`config.mk`:
```
export PLATFORM = sky130hd
export DESIGN_NAME = planar_velocity_slew_limiter
export DESIGN_NICKNAME = d
export VERILOG_FILES = /design/src/pvsl_pkg.sv /design/src/planar_velocity_slew_limiter.sv /design/src/pvsl_mul.sv /design/src/pvsl_sqrt.sv /design/src/pvsl_div.sv
export SDC_FILE = /design/constraint.sdc
export NUM_CORES = 2
export LEC_CHECK = 0
export ABC_AREA = 1
export BUFFER_PORTS_ARGS = -buffer_cell sky130_fd_sc_hd__clkbuf_2
export CAP_MARGIN = 20
export CORE_MARGIN = 1.5
export CORE_UTILIZATION = 50
export CTS_BUF_LIST = sky130_fd_sc_hd__clkbuf_4
export CTS_CLUSTER_SIZE = 28
export DETAILED_ROUTE_END_ITERATION = 7
export PLACE_DENSITY = 0.66
export SYNTH_ARGS = -nofsm -noshare
export SYNTH_HDL_FRONTEND = slang
export SYNTH_SLANG_ARGS = --single-unit
```
`constraint.sdc`:
```
create_clock -name clk -period 9.7 [get_ports clk]
set_input_delay 0 -clock clk [delete_from_list [all_inputs] [get_ports clk]]
set_output_delay 0 -clock clk [all_outputs]
set_load 0.1 [all_outputs]
```
`src/pvsl_pkg.sv`:
```
package pvsl_pkg;

    // Field and register widths
    localparam int VEL_W      = 16;   // Q4.12 signed velocity
    localparam int ACCEL_W    = 16;   // Q8.8 per second
    localparam int TOL_W      = 15;   // Q3.12 unsigned magnitude
    localparam int DT_W       = 16;   // Q0.16 seconds
    localparam int CFG_IDX_W  = 2;
    localparam int CFG_DATA_W = 16;

    // Serial arithmetic units
    localparam int MUL_W      = 16;              // operand width of the shift-add multiplier
    localparam int PROD_W     = 2 * MUL_W;
    localparam int STEP_W     = 15;              // saturated step, max 32767
    localparam int STEP_SHIFT = 12;              // Q8.8 * Q0.16 -> Q4.12
    localparam int ROOT_W     = 17;              // floor(sqrt) of a 34-bit radicand
    localparam int QUO_W      = 15;              // quotient bound: never above the step

    // Register map
    localparam logic [CFG_IDX_W-1:0] REG_LIN_ACCEL = 2'd0;
    localparam logic [CFG_IDX_W-1:0] REG_ANG_ACCEL = 2'd1;
    localparam logic [CFG_IDX_W-1:0] REG_LIN_TOL   = 2'd2;
    localparam logic [CFG_IDX_W-1:0] REG_ANG_TOL   = 2'd3;

    localparam logic [ACCEL_W-1:0] ACCEL_RST = 16'd256;

    // Opcodes
    localparam logic OP_STEP   = 1'b0;
    localparam logic OP_PRESET = 1'b1;

    // (accel * dt) >> 12, saturated to the largest step
    function automatic logic [STEP_W-1:0] step_sat(input logic [PROD_W-1:0] p);
        logic over;
        over = |p[PROD_W-1:STEP_W+STEP_SHIFT];
        return over ? {STEP_W{1'b1}} : p[STEP_W+STEP_SHIFT-1:STEP_SHIFT];
    endfunction

endpackage

```
`src/planar_velocity_slew_limiter.sv`:
```
// Planar velocity slew limiter. Holds a planar velocity (x, y) and a yaw rate,
// all Q4.12 signed, and on each step request moves them toward the targets by at
// most accel * time_step: the planar move is limited along the change vector
// (snapping to the target when it lies within one step), the yaw move is a
// scalar slew, and afterwards a planar speed or yaw magnitude below its
// tolerance snaps to zero. A preset request loads the state directly and a
// step request with time_step zero returns the state unchanged. Every request
// yields exactly one result carrying the state. Requests are handled one at a
// time: preset and zero-time requests go from accept straight to the result
// stage; a step request runs through the phases of the serial arithmetic,
// and any request is held further while the result side stalls. The serial
// arithmetic is four shift-add multipliers (one bit per cycle), a square
// root unit (two radicand bits per cycle) and two restoring dividers (one
// quotient bit per cycle), run in phases; the dividers run only when the
// move is scaled along the vector rather than snapped to the target.
// A finished result is held in an output register, so the next request is
// accepted while it waits. Configuration registers (index: 0 linear accel,
// 1 angular accel, 2 linear snap tolerance, 3 angular snap tolerance) are
// written through cfg_we/cfg_index/cfg_data and must only change while idle.
module planar_velocity_slew_limiter (
    input  logic                                 clk,
    input  logic                                 rst_n,
    // request channel
    input  logic                                 in_valid,
    output logic                                 in_stall,
    input  logic                                 op,
    input  logic signed [pvsl_pkg::VEL_W-1:0]    target_vx,
    input  logic signed [pvsl_pkg::VEL_W-1:0]    target_vy,
    input  logic signed [pvsl_pkg::VEL_W-1:0]    target_yaw_rate,
    input  logic        [pvsl_pkg::DT_W-1:0]     time_step,
    // result channel
    output logic                                 out_valid,
    input  logic                                 out_stall,
    output logic signed [pvsl_pkg::VEL_W-1:0]    vel_x,
    output logic signed [pvsl_pkg::VEL_W-1:0]    vel_y,
    output logic signed [pvsl_pkg::VEL_W-1:0]    yaw_rate,
    // configuration
    input  logic                                 cfg_we,
    input  logic [pvsl_pkg::CFG_IDX_W-1:0]       cfg_index,
    input  logic [pvsl_pkg::CFG_DATA_W-1:0]      cfg_data
);

    localparam int VW = pvsl_pkg::VEL_W;
    localparam int MW = pvsl_pkg::MUL_W;
    localparam int PW = pvsl_pkg::PROD_W;
    localparam int SW = pvsl_pkg::STEP_W;
    localparam int RW = pvsl_pkg::ROOT_W;
    localparam int QW = pvsl_pkg::QUO_W;
    localparam int AW = pvsl_pkg::ACCEL_W;
    localparam int TW = pvsl_pkg::TOL_W;

    // multiplier roles
    localparam int U_LIN = 0;   // linear step, later tolerance squared
    localparam int U_ANG = 1;   // angular step
    localparam int U_X   = 2;   // dx^2, then step*|dx|, then vx^2
    localparam int U_Y   = 3;   // same for y
    localparam int NMUL  = 4;

    typedef enum logic [2:0] {
        ST_IDLE,
        ST_MUL1,     // step sizes and squared distance components
        ST_ROOT,     // distance root, step * |d| products
        ST_DIV,      // per-component scaled move
        ST_LAUNCH,   // start speed squares
        ST_SQ,       // speed vs tolerance
        ST_FIN       // hand result to output register
    } state_t;

    state_t state_reg, state_next;

    logic [VW-1:0] held_vx_reg, held_vx_next;
    logic [VW-1:0] held_vy_reg, held_vy_next;
    logic [VW-1:0] held_yaw_reg, held_yaw_next;

    logic [AW-1:0] lin_accel_reg, lin_accel_next;
    logic [AW-1:0] ang_accel_reg, ang_accel_next;
    logic [TW-1:0] lin_tol_reg, lin_tol_next;
    logic [TW-1:0] ang_tol_reg, ang_tol_next;

    logic          out_valid_reg, out_valid_next;
    logic [VW-1:0] vel_x_reg, vel_x_next;
    logic [VW-1:0] vel_y_reg, vel_y_next;
    logic [VW-1:0] yaw_rate_reg, yaw_rate_next;

    // per-request working registers, no reset needed
    logic [VW-1:0] tx_reg, tx_next;
    logic [VW-1:0] ty_reg, ty_next;
    logic [VW-1:0] tw_reg, tw_next;
    logic          dx_neg_reg, dx_neg_next;
    logic          dy_neg_reg, dy_neg_next;
    logic [MW-1:0] dx_mag_reg, dx_mag_next;
    logic [MW-1:0] dy_mag_reg, dy_mag_next;
    logic [SW-1:0] ms_reg, ms_next;

    // serial units
    logic [NMUL-1:0] mul_start;
    logic [NMUL-1:0] mul_busy;
    logic [MW-1:0]   mul_a [NMUL];
    logic [MW-1:0]   mul_b [NMUL];
    logic [PW-1:0]   mul_prod [NMUL];

    logic            sqrt_start;
    logic            sqrt_busy;
    logic [2*RW-1:0] sqrt_rad;
    logic [RW-1:0]   sqrt_root;
    logic            sqrt_exact;

    logic            div_start;
    logic [1:0]      div_busy;
    logic [QW-1:0]   quo_x;
    logic [QW-1:0]   quo_y;

    // datapath helpers
    logic          accept;
    logic          units_idle;
    logic [VW:0]   dx_full, dy_full;
    logic [VW:0]   dx_abs, dy_abs;
    logic [SW-1:0] ms_comb, ma_comb;
    logic [VW:0]   dw_full, dw_abs;
    logic [VW-1:0] ma_ext;
    logic [VW-1:0] yaw_mag;
    logic          take_target;
    logic [VW-1:0] qx_ext, qy_ext;
    logic [VW-1:0] vx_mag, vy_mag;
    logic [PW:0]   speed_sq;

    genvar gi;
    generate
        for (gi = 0; gi < NMUL; gi++)
        begin : g_mul
            pvsl_mul #(
                .W (MW)
            ) u_mul (
                .clk   (clk),
                .rst_n (rst_n),
                .start (mul_start[gi]),
                .a     (mul_a[gi]),
                .b     (mul_b[gi]),
                .busy  (mul_busy[gi]),
                .prod  (mul_prod[gi])
            );
        end
    endgenerate

    pvsl_sqrt #(
        .RW (RW)
    ) u_sqrt (
        .clk   (clk),
        .rst_n (rst_n),
        .start (sqrt_start),
        .rad   (sqrt_rad),
        .busy  (sqrt_busy),
        .root  (sqrt_root),
        .exact (sqrt_exact)
    );

    // numerators are step * |d| < 2^31, quotient never exceeds the step
    pvsl_div #(
        .DW (RW),
        .QW (QW)
    ) u_div_x (
        .clk   (clk),
        .rst_n (rst_n),
        .start (div_start),
        .num   (mul_prod[U_X]),
        .den   (sqrt_root),
        .busy  (div_busy[0]),
        .quo   (quo_x)
    );

    pvsl_div #(
        .DW (RW),
        .QW (QW)
    ) u_div_y (
        .clk   (clk),
        .rst_n (rst_n),
        .start (div_start),
        .num   (mul_prod[U_Y]),
        .den   (sqrt_root),
        .busy  (div_busy[1]),
        .quo   (quo_y)
    );

    assign accept     = in_valid && (state_reg == ST_IDLE);
    assign units_idle = !(|mul_busy) && !sqrt_busy && !(|div_busy);

    always_comb
    begin
        // change vector from the held state, 17-bit two's complement
        dx_full = {target_vx[VW-1], target_vx} - {held_vx_reg[VW-1], held_vx_reg};
        dy_full = {target_vy[VW-1], target_vy} - {held_vy_reg[VW-1], held_vy_reg};
        dx_abs  = dx_full[VW] ? (~dx_full + 1'b1) : dx_full;
        dy_abs  = dy_full[VW] ? (~dy_full + 1'b1) : dy_full;

        ms_comb = pvsl_pkg::step_sat(mul_prod[U_LIN]);
        ma_comb = pvsl_pkg::step_sat(mul_prod[U_ANG]);

        // yaw slew
        dw_full = {tw_reg[VW-1], tw_reg} - {held_yaw_reg[VW-1], held_yaw_reg};
        dw_abs  = dw_full[VW] ? (~dw_full + 1'b1) : dw_full;
        ma_ext  = {{(VW-SW){1'b0}}, ma_comb};
        yaw_mag = held_yaw_reg[VW-1] ? (~held_yaw_reg + 1'b1) : held_yaw_reg;

        // dist2 <= ms^2  <=>  root < ms, or root == ms with no remainder
        take_target = (sqrt_root < {{(RW-SW){1'b0}}, ms_reg})
                   || ((sqrt_root == {{(RW-SW){1'b0}}, ms_reg}) && sqrt_exact);

        qx_ext = {{(VW-QW){1'b0}}, quo_x};
        qy_ext = {{(VW-QW){1'b0}}, quo_y};

        vx_mag   = held_vx_reg[VW-1] ? (~held_vx_reg + 1'b1) : held_vx_reg;
        vy_mag   = held_vy_reg[VW-1] ? (~held_vy_reg + 1'b1) : held_vy_reg;
        speed_sq = {1'b0, mul_prod[U_X]} + {1'b0, mul_prod[U_Y]};

        sqrt_rad = {2'b00, mul_prod[U_X]} + {2'b00, mul_prod[U_Y]};
    end

    always_comb
    begin
        state_next     = state_reg;
        held_vx_next   = held_vx_reg;
        held_vy_next   = held_vy_reg;
        held_yaw_next  = held_yaw_reg;
        lin_accel_next = lin_accel_reg;
        ang_accel_next = ang_accel_reg;
        lin_tol_next   = lin_tol_reg;
        ang_tol_next   = ang_tol_reg;
        out_valid_next = out_valid_reg && out_stall;
        vel_x_next     = vel_x_reg;
        vel_y_next     = vel_y_reg;
        yaw_rate_next  = yaw_rate_reg;
        tx_next        = tx_reg;
        ty_next        = ty_reg;
        tw_next        = tw_reg;
        dx_neg_next    = dx_neg_reg;
        dy_neg_next    = dy_neg_reg;
        dx_mag_next    = dx_mag_reg;
        dy_mag_next    = dy_mag_reg;
        ms_next        = ms_reg;
        mul_start      = '0;
        sqrt_start     = 1'b0;
        div_start      = 1'b0;
        for (int i = 0; i < NMUL; i++)
        begin
            mul_a[i] = '0;
            mul_b[i] = '0;
        end

        if (cfg_we)
        begin
            case (cfg_index)
                pvsl_pkg::REG_LIN_ACCEL: lin_accel_next = cfg_data[AW-1:0];
                pvsl_pkg::REG_ANG_ACCEL: ang_accel_next = cfg_data[AW-1:0];
                pvsl_pkg::REG_LIN_TOL:   lin_tol_next   = cfg_data[TW-1:0];
                pvsl_pkg::REG_ANG_TOL:   ang_tol_next   = cfg_data[TW-1:0];
                default: ;
            endcase
        end

        case (state_reg)
            ST_IDLE:
            begin
                if (accept)
                begin
                    if (op == pvsl_pkg::OP_PRESET)
                    begin
                        held_vx_next  = target_vx;
                        held_vy_next  = target_vy;
                        held_yaw_next = target_yaw_rate;
                        state_next    = ST_FIN;
                    end
                    else if (time_step == '0)
                    begin
                        state_next = ST_FIN;
                    end
                    else
                    begin
                        tx_next     = target_vx;
                        ty_next     = target_vy;
                        tw_next     = target_yaw_rate;
                        dx_neg_next = dx_full[VW];
                        dy_neg_next = dy_full[VW];
                        dx_mag_next = dx_abs[MW-1:0];
                        dy_mag_next = dy_abs[MW-1:0];
                        mul_start   = '1;
                        mul_a[U_LIN] = lin_accel_reg;
                        mul_b[U_LIN] = time_step;
                        mul_a[U_ANG] = ang_accel_reg;
                        mul_b[U_ANG] = time_step;
                        mul_a[U_X]   = dx_abs[MW-1:0];
                        mul_b[U_X]   = dx_abs[MW-1:0];
                        mul_a[U_Y]   = dy_abs[MW-1:0];
                        mul_b[U_Y]   = dy_abs[MW-1:0];
                        state_next   = ST_MUL1;
                    end
                end
            end

            ST_MUL1:
            begin
                if (units_idle)
                begin
                    ms_next = ms_comb;
                    // yaw moves by at most the angular step
                    if (dw_abs <= {{(VW+1-SW){1'b0}}, ma_comb})
                    begin
                        held_yaw_next = tw_reg;
                    end
                    else if (dw_full[VW])
                    begin
                        held_yaw_next = held_yaw_reg - ma_ext;
                    end
                    else
                    begin
                        held_yaw_next = held_yaw_reg + ma_ext;
                    end
                    sqrt_start            = 1'b1;
                    mul_start[U_X]        = 1'b1;
                    mul_start[U_Y]        = 1'b1;
                    mul_a[U_X]            = {{(MW-SW){1'b0}}, ms_comb};
                    mul_b[U_X]            = dx_mag_reg;
                    mul_a[U_Y]            = {{(MW-SW){1'b0}}, ms_comb};
                    mul_b[U_Y]            = dy_mag_reg;
                    state_next            = ST_ROOT;
                end
            end

            ST_ROOT:
            begin
                if (units_idle)
                begin
                    // yaw deadband
                    if (yaw_mag < {1'b0, ang_tol_reg})
                    begin
                        held_yaw_next = '0;
                    end
                    if (take_target)
                    begin
                        held_vx_next = tx_reg;
                        held_vy_next = ty_reg;
                        state_next   = ST_LAUNCH;
                    end
                    else
                    begin
                        div_start  = 1'b1;
                        state_next = ST_DIV;
                    end
                end
            end

            ST_DIV:
            begin
                if (units_idle)
                begin
                    held_vx_next = dx_neg_reg ? (held_vx_reg - qx_ext) : (held_vx_reg + qx_ext);
                    held_vy_next = dy_neg_reg ? (held_vy_reg - qy_ext) : (held_vy_reg + qy_ext);
                    state_next   = ST_LAUNCH;
                end
            end

            ST_LAUNCH:
            begin
                mul_start[U_LIN] = 1'b1;
                mul_start[U_X]   = 1'b1;
                mul_start[U_Y]   = 1'b1;
                mul_a[U_LIN]     = {{(MW-TW){1'b0}}, lin_tol_reg};
                mul_b[U_LIN]     = {{(MW-TW){1'b0}}, lin_tol_reg};
                mul_a[U_X]       = vx_mag;
                mul_b[U_X]       = vx_mag;
                mul_a[U_Y]       = vy_mag;
                mul_b[U_Y]       = vy_mag;
                state_next       = ST_SQ;
            end

            ST_SQ:
            begin
                if (units_idle)
                begin
                    // planar deadband
                    if (speed_sq < {1'b0, mul_prod[U_LIN]})
                    begin
                        held_vx_next = '0;
                        held_vy_next = '0;
                    end
                    state_next = ST_FIN;
                end
            end

            ST_FIN:
            begin
                if (!out_valid_reg || !out_stall)
                begin
                    out_valid_next = 1'b1;
                    vel_x_next     = held_vx_reg;
                    vel_y_next     = held_vy_reg;
                    yaw_rate_next  = held_yaw_reg;
                    state_next     = ST_IDLE;
                end
            end

            default:
            begin
                state_next = ST_IDLE;
            end
        endcase
    end

    always_ff @(posedge clk or negedge rst_n)
    begin
        if (!rst_n)
        begin
            state_reg     <= ST_IDLE;
            held_vx_reg   <= '0;
            held_vy_reg   <= '0;
            held_yaw_reg  <= '0;
            lin_accel_reg <= pvsl_pkg::ACCEL_RST;
            ang_accel_reg <= pvsl_pkg::ACCEL_RST;
            lin_tol_reg   <= '0;
            ang_tol_reg   <= '0;
            out_valid_reg <= 1'b0;
            vel_x_reg     <= '0;
            vel_y_reg     <= '0;
            yaw_rate_reg  <= '0;
        end
        else
        begin
            state_reg     <= state_next;
            held_vx_reg   <= held_vx_next;
            held_vy_reg   <= held_vy_next;
            held_yaw_reg  <= held_yaw_next;
            lin_accel_reg <= lin_accel_next;
            ang_accel_reg <= ang_accel_next;
            lin_tol_reg   <= lin_tol_next;
            ang_tol_reg   <= ang_tol_next;
            out_valid_reg <= out_valid_next;
            vel_x_reg     <= vel_x_next;
            vel_y_reg     <= vel_y_next;
            yaw_rate_reg  <= yaw_rate_next;
        end
    end

    always_ff @(posedge clk)
    begin
        tx_reg     <= tx_next;
        ty_reg     <= ty_next;
        tw_reg     <= tw_next;
        dx_neg_reg <= dx_neg_next;
        dy_neg_reg <= dy_neg_next;
        dx_mag_reg <= dx_mag_next;
        dy_mag_reg <= dy_mag_next;
        ms_reg     <= ms_next;
    end

    assign in_stall  = (state_reg != ST_IDLE);
    assign out_valid = out_valid_reg;
    assign vel_x     = vel_x_reg;
    assign vel_y     = vel_y_reg;
    assign yaw_rate  = yaw_rate_reg;

endmodule

```
`src/pvsl_mul.sv`:
```
// Shift-add multiplier, one multiplier bit per cycle, MSB first.
module pvsl_mul #(
    parameter int W = pvsl_pkg::MUL_W
) (
    input  logic           clk,
    input  logic           rst_n,
    input  logic           start,
    input  logic [W-1:0]   a,
    input  logic [W-1:0]   b,
    output logic           busy,
    output logic [2*W-1:0] prod
);

    localparam int CW = $clog2(W + 1);

    logic [CW-1:0]  cnt_reg, cnt_next;
    logic [W-1:0]   mcand_reg, mcand_next;
    logic [W-1:0]   mplier_reg, mplier_next;
    logic [2*W-1:0] acc_reg, acc_next;

    always_comb
    begin
        cnt_next    = cnt_reg;
        mcand_next  = mcand_reg;
        mplier_next = mplier_reg;
        acc_next    = acc_reg;
        if (start)
        begin
            cnt_next    = CW'(W);
            mcand_next  = a;
            mplier_next = b;
            acc_next    = '0;
        end
        else if (cnt_reg != '0)
        begin
            acc_next    = {acc_reg[2*W-2:0], 1'b0}
                        + (mplier_reg[W-1] ? {{W{1'b0}}, mcand_reg} : {(2*W){1'b0}});
            mplier_next = {mplier_reg[W-2:0], 1'b0};
            cnt_next    = cnt_reg - 1'b1;
        end
    end

    always_ff @(posedge clk or negedge rst_n)
    begin
        if (!rst_n)
        begin
            cnt_reg <= '0;
        end
        else
        begin
            cnt_reg <= cnt_next;
        end
    end

    always_ff @(posedge clk)
    begin
        mcand_reg  <= mcand_next;
        mplier_reg <= mplier_next;
        acc_reg    <= acc_next;
    end

    assign busy = (cnt_reg != '0);
    assign prod = acc_reg;

endmodule

```
`src/pvsl_sqrt.sv`:
```
// Digit-by-digit integer square root, two radicand bits per cycle.
module pvsl_sqrt #(
    parameter int RW = pvsl_pkg::ROOT_W
) (
    input  logic            clk,
    input  logic            rst_n,
    input  logic            start,
    input  logic [2*RW-1:0] rad,
    output logic            busy,
    output logic [RW-1:0]   root,
    output logic            exact
);

    localparam int CW = $clog2(RW + 1);
    localparam int MW = RW + 3;

    logic [CW-1:0]   cnt_reg, cnt_next;
    logic [2*RW-1:0] rad_reg, rad_next;
    logic [RW-1:0]   root_reg, root_next;
    logic [MW-1:0]   rem_reg, rem_next;
    logic [MW-1:0]   rem_sh;
    logic [MW-1:0]   trial;

    always_comb
    begin
        // remainder stays below 2^(RW+1), so the top bits drop safely
        rem_sh     = {rem_reg[RW:0], rad_reg[2*RW-1 -: 2]};
        trial      = {1'b0, root_reg, 2'b01};
        cnt_next   = cnt_reg;
        rad_next   = rad_reg;
        root_next  = root_reg;
        rem_next   = rem_reg;
        if (start)
        begin
            cnt_next  = CW'(RW);
            rad_next  = rad;
            root_next = '0;
            rem_next  = '0;
        end
        else if (cnt_reg != '0)
        begin
            if (rem_sh >= trial)
            begin
                rem_next  = rem_sh - trial;
                root_next = {root_reg[RW-2:0], 1'b1};
            end
            else
            begin
                rem_next  = rem_sh;
                root_next = {root_reg[RW-2:0], 1'b0};
            end
            rad_next = {rad_reg[2*RW-3:0], 2'b00};
            cnt_next = cnt_reg - 1'b1;
        end
    end

    always_ff @(posedge clk or negedge rst_n)
    begin
        if (!rst_n)
        begin
            cnt_reg <= '0;
        end
        else
        begin
            cnt_reg <= cnt_next;
        end
    end

    always_ff @(posedge clk)
    begin
        rad_reg  <= rad_next;
        root_reg <= root_next;
        rem_reg  <= rem_next;
    end

    assign busy  = (cnt_reg != '0);
    assign root  = root_reg;
    assign exact = (rem_reg == '0);

endmodule

```
`src/pvsl_div.sv`:
```
// Restoring divider, one quotient bit per cycle.
// Caller guarantees the quotient fits QW bits (num < den << QW).
module pvsl_div #(
    parameter int DW = pvsl_pkg::ROOT_W,
    parameter int QW = pvsl_pkg::QUO_W
) (
    input  logic             clk,
    input  logic             rst_n,
    input  logic             start,
    input  logic [DW+QW-1:0] num,
    input  logic [DW-1:0]    den,
    output logic             busy,
    output logic [QW-1:0]    quo
);

    localparam int CW = $clog2(QW + 1);

    logic [CW-1:0] cnt_reg, cnt_next;
    logic [DW-1:0] den_reg, den_next;
    logic [DW-1:0] rem_reg, rem_next;
    logic [QW-1:0] low_reg, low_next;   // dividend bits out, quotient bits in
    logic [DW:0]   rem_sh;
    logic          ge;

    always_comb
    begin
        rem_sh   = {rem_reg, low_reg[QW-1]};
        ge       = (rem_sh >= {1'b0, den_reg});
        cnt_next = cnt_reg;
        den_next = den_reg;
        rem_next = rem_reg;
        low_next = low_reg;
        if (start)
        begin
            cnt_next = CW'(QW);
            den_next = den;
            rem_next = num[DW+QW-1:QW];
            low_next = num[QW-1:0];
        end
        else if (cnt_reg != '0)
        begin
            rem_next = ge ? DW'(rem_sh - {1'b0, den_reg}) : rem_sh[DW-1:0];
            low_next = {low_reg[QW-2:0], ge};
            cnt_next = cnt_reg - 1'b1;
        end
    end

    always_ff @(posedge clk or negedge rst_n)
    begin
        if (!rst_n)
        begin
            cnt_reg <= '0;
        end
        else
        begin
            cnt_reg <= cnt_next;
        end
    end

    always_ff @(posedge clk)
    begin
        den_reg <= den_next;
        rem_reg <= rem_next;
        low_reg <= low_next;
    end

    assign busy = (cnt_reg != '0);
    assign quo  = low_reg;

endmodule
```
==> summary.txt <==
Run status
  – Status: complete, no violations

Synthesis
  – Number of enable flip-flop cells after synthesis: 340
  – Post-synthesis cell count: 6073
  – Synthesized net count: 6505
  – Multiplexer share of the synthesized area: 0%
  – Post-synthesis sequential area ratio: 39.49%
  – Post-synthesis instance area: 46580 um2
  – Post-Synth Adder-Cell Area: 9.451%
  – Synth warn: 0
  – Cell taking the most area after synthesis: edfxtp_1
  – Average cell area after synthesis: 7.669 um2
  – Synth Area in Compound Gates: 14.79%
  – Count of different cell masters after synthesis: 67
  – Post-synth ARST share: 27.86%
  – Share of the synthesized area in the top cell type: 21.92%
  – Simple-gate share of the synthesized area: 22.82%
  – Post-synthesis xor/xnor area fraction: 4.889%
  – Largest family of logic cells by synthesized area: simple AND/OR/NAND/NOR gates
  – Synth area leaders: edfxtp_1, nand2_1, dfrtp_1
  – Most used flip-flop cell after synthesis: edfxtp_1
  – #FFs+latches synth: 700

Global routing
  – GRT Total Usage: 30.16%
  – Largest net degree at the start of global routing: 97
  – Global route total overflow: 0
  – Initial antenna violation count: 7
  – Vias in the first global route: 40830
  – First-pass GRT wire length: 225600 um

Timing
  – Worst-Margin Slew: 1.096 ns
  – Layout Skew: 0.1016 ns
  – TNS Setup: 0 ns
  – Final min period: 5.502 ns
  – Worst hold slack: 0.1801 ns
  – PnR worst setup slack: 4.198 ns
  – Final period util: 56.72%
  – Final Hold Vio Count: 0
  – RSZ-0062 raised after global routing: false
  – Relative slew slack: 26.68%
  – Max-slew violation count: 0
  – # setup viols final: 0
  – FMAX: 0.1818 GHz

Die
  – Die area: 94990 um2
  – Core Area: 91940 um2
  – IO Count: 138
  – Die H: 308.2 um
  – Initial Util: 50.66%
  – Site row count: 111
  – Die X: 308.2 um

Routing
  – ANT nets after route: 0
  – # DRC: 0
  – DR iter-0 viols: 4181
  – DRT Pass-1 Iters: 8
  – Vias/cell: 5.490
  – WL/cell: 18.23 um
  – WL final: 143500 um
  – Detailed-route via count: 43210

CTS
  – Clk pin slew, worst setup/hold paths: 0.07 ns
  – Postcts setup bufs: 0
  – Clk sinks: 700
  – CTS root buffer: clkbuf_4
  – Clock buffer count from CTS: 189
  – Hold buffer count at cts: 179
  – Post-CTS Resized: 0
  – CTS tree: yes
  – CTS max path bufs: 3
  – Clock H-tree levels: 4
  – Worst-Skew Late Latency: 1.15 ns

Setup path
  – Crit Path Category: reg -> reg
  – Maximum fanout along the worst path: 18
  – Setup crit end kind: register
  – Required time worst endpoint: 10.72 ns
  – Startpoint types: register
  – Critical Path AT: 6.52 ns

Layout
  – Synthesis-to-layout area growth: 13.61%
  – Max reg flops: 128
  – Final nets: 6888
  – Share of cells above drive strength 1: 8.976%

Placed design
  – DP HPWL: 106300 um
  – Setup WS pre-CTS: 4.387 ns
  – Port bufs: 137
  – Placer Congestion: 0.9423

Power
  – Peak VDD IR: 286.1 uV
  – Pwr Density: 397.0 nW/um2
  – Lkg Pwr: 25.69 nW

Flow run
  – Max cap viols: 0

Min path
  – Hold Path Class: in -> reg
[synth_stat cells, types with 85 or more instances]
cell and number:
nand2_1 1489, inv_1 862, o21ai_0 496, a21oi_1 406, nor2_1 353, edfxtp_1 340, ha_1 331, nand3_1 323
dfrtp_1 193, xor2_1 174, dfxtp_1 165, clkbuf_1 119, nor3_1 108, o211ai_1 92, xnor2_1 86, nand4_1 85
[where the power goes]
part,leakage [nW],internal (mW),switching (mW)
clock network,1.52,1.44,1.37
registers,7.19,4.59,0.925
logic,17.0,4.17,8.51
total,25.7,10.2,10.8
[per-stage QoR]
step	utilization, %	instance area [um2]	power [mW]	instances
finish	57.55	52910	21.01	7870
global route	57.55	52910	22.81	7870
CTS	57.49	52860	20.85	7859
detailed placement	52.74	48490	17.88	7327
global placement	52.74	48490	17.75	7327
floorplan	-	46580	14.58	6073
[cells in the final DEF, fill, tap and decap left out, types with 9 or more instances in the layout]
master and count:
o21ai_0 496, clkinv_1 42, diode_2 9, a21boi_0 10, nand4_1 85, nand3_1 320
o21bai_1 26, o221ai_1 13, nor3_1 108, buf_4 38, edfxtp_1 340, nand2_2 20
dfxtp_1 165, dfrtp_1 193, clkbuf_4 293, fa_1 13, xor2_1 174, ha_1 331
dlygate4sd3_1 178, inv_1 861, nor2_2 10, a21oi_1 406, o21a_1 9, o21ai_1 10
o31ai_1 18, nand2_1 1487, a22o_1 10, a21o_1 25, xnor2_1 86, nor2_1 350
a31oi_1 25, or2_2 23, nand3b_1 33, clkbuf_2 136, o22ai_1 37, inv_2 17
o211ai_1 92, nor4_1 33
[metal layers]
layer | wire [um] | global-route usage, %
met1 | 64310 | 41.73
met2 | 64520 | 47.66
met3 | 11110 | 5.559
met4 | 3499 | 9.669
met5 | 27 | 0
[cell families after synthesis]
logic type,Yosys count
and+or+nand+nor,2500
DFF,700
buffers and inverters,1047
xor gates and xnor gates,260
adders and majority gates,344
AOI/OAI and AO/OA,1222
[worst max-delay path, cell delays in order (launching register included)]
cell and delay (ns):
dfrtp_1 0.64, clkinv_1 0.44, ha_1 0.46, inv_1 0.14, nor3_1 0.07, nor2_1 0.17
nand3_1 0.12, nand2_2 0.09, nand2_4 0.15, inv_1 0.43, o21ai_0 0.20, xnor2_1 0.17
ha_1 0.32, a21oi_1 0.13, o21ai_0 0.10, a21oi_1 0.12, a21boi_0 0.17, o21ai_0 0.09
nand2_1 0.60, nand3_4 0.33, nand2_1 0.16, nand3_1 0.10, a21oi_1 0.17
[final timing paths]
check,start,endpoint,slack (ns),depth (start not counted)
hold reg to reg,u_sqrt.root[0],u_div_y.den_reg[0],0.43,0
setup reg to reg,held_yaw_reg[15],held_yaw_reg[7],4.20,22
max in group asynchronous,rst_n,u_sqrt.cnt_reg[4],7.48,6
min in group asynchronous,rst_n,vel_y[5],0.58,5
setup / recovery,held_yaw_reg[15],held_yaw_reg[7],4.20,22
hold / removal,target_yaw_rate[15],tw_reg[15],0.18,3
[cell type report]
| type | instances | area, um2 |
|---|---|---|
| multi-input cells | 4326 | 24250 |
| flip-flops and latches | 700 | 18400 |
| inverters | 883 | 3316 |
| well taps | 1243 | 1555 |
| clock buffers | 293 | 2200 |
| repair buffers | 356 | 2821 |
| fillers | 8684 | 39030 |
| clock inverters | 60 | 357.8 |
| diodes | 9 | 22.52 |
(Power assumes the default switching activity.)
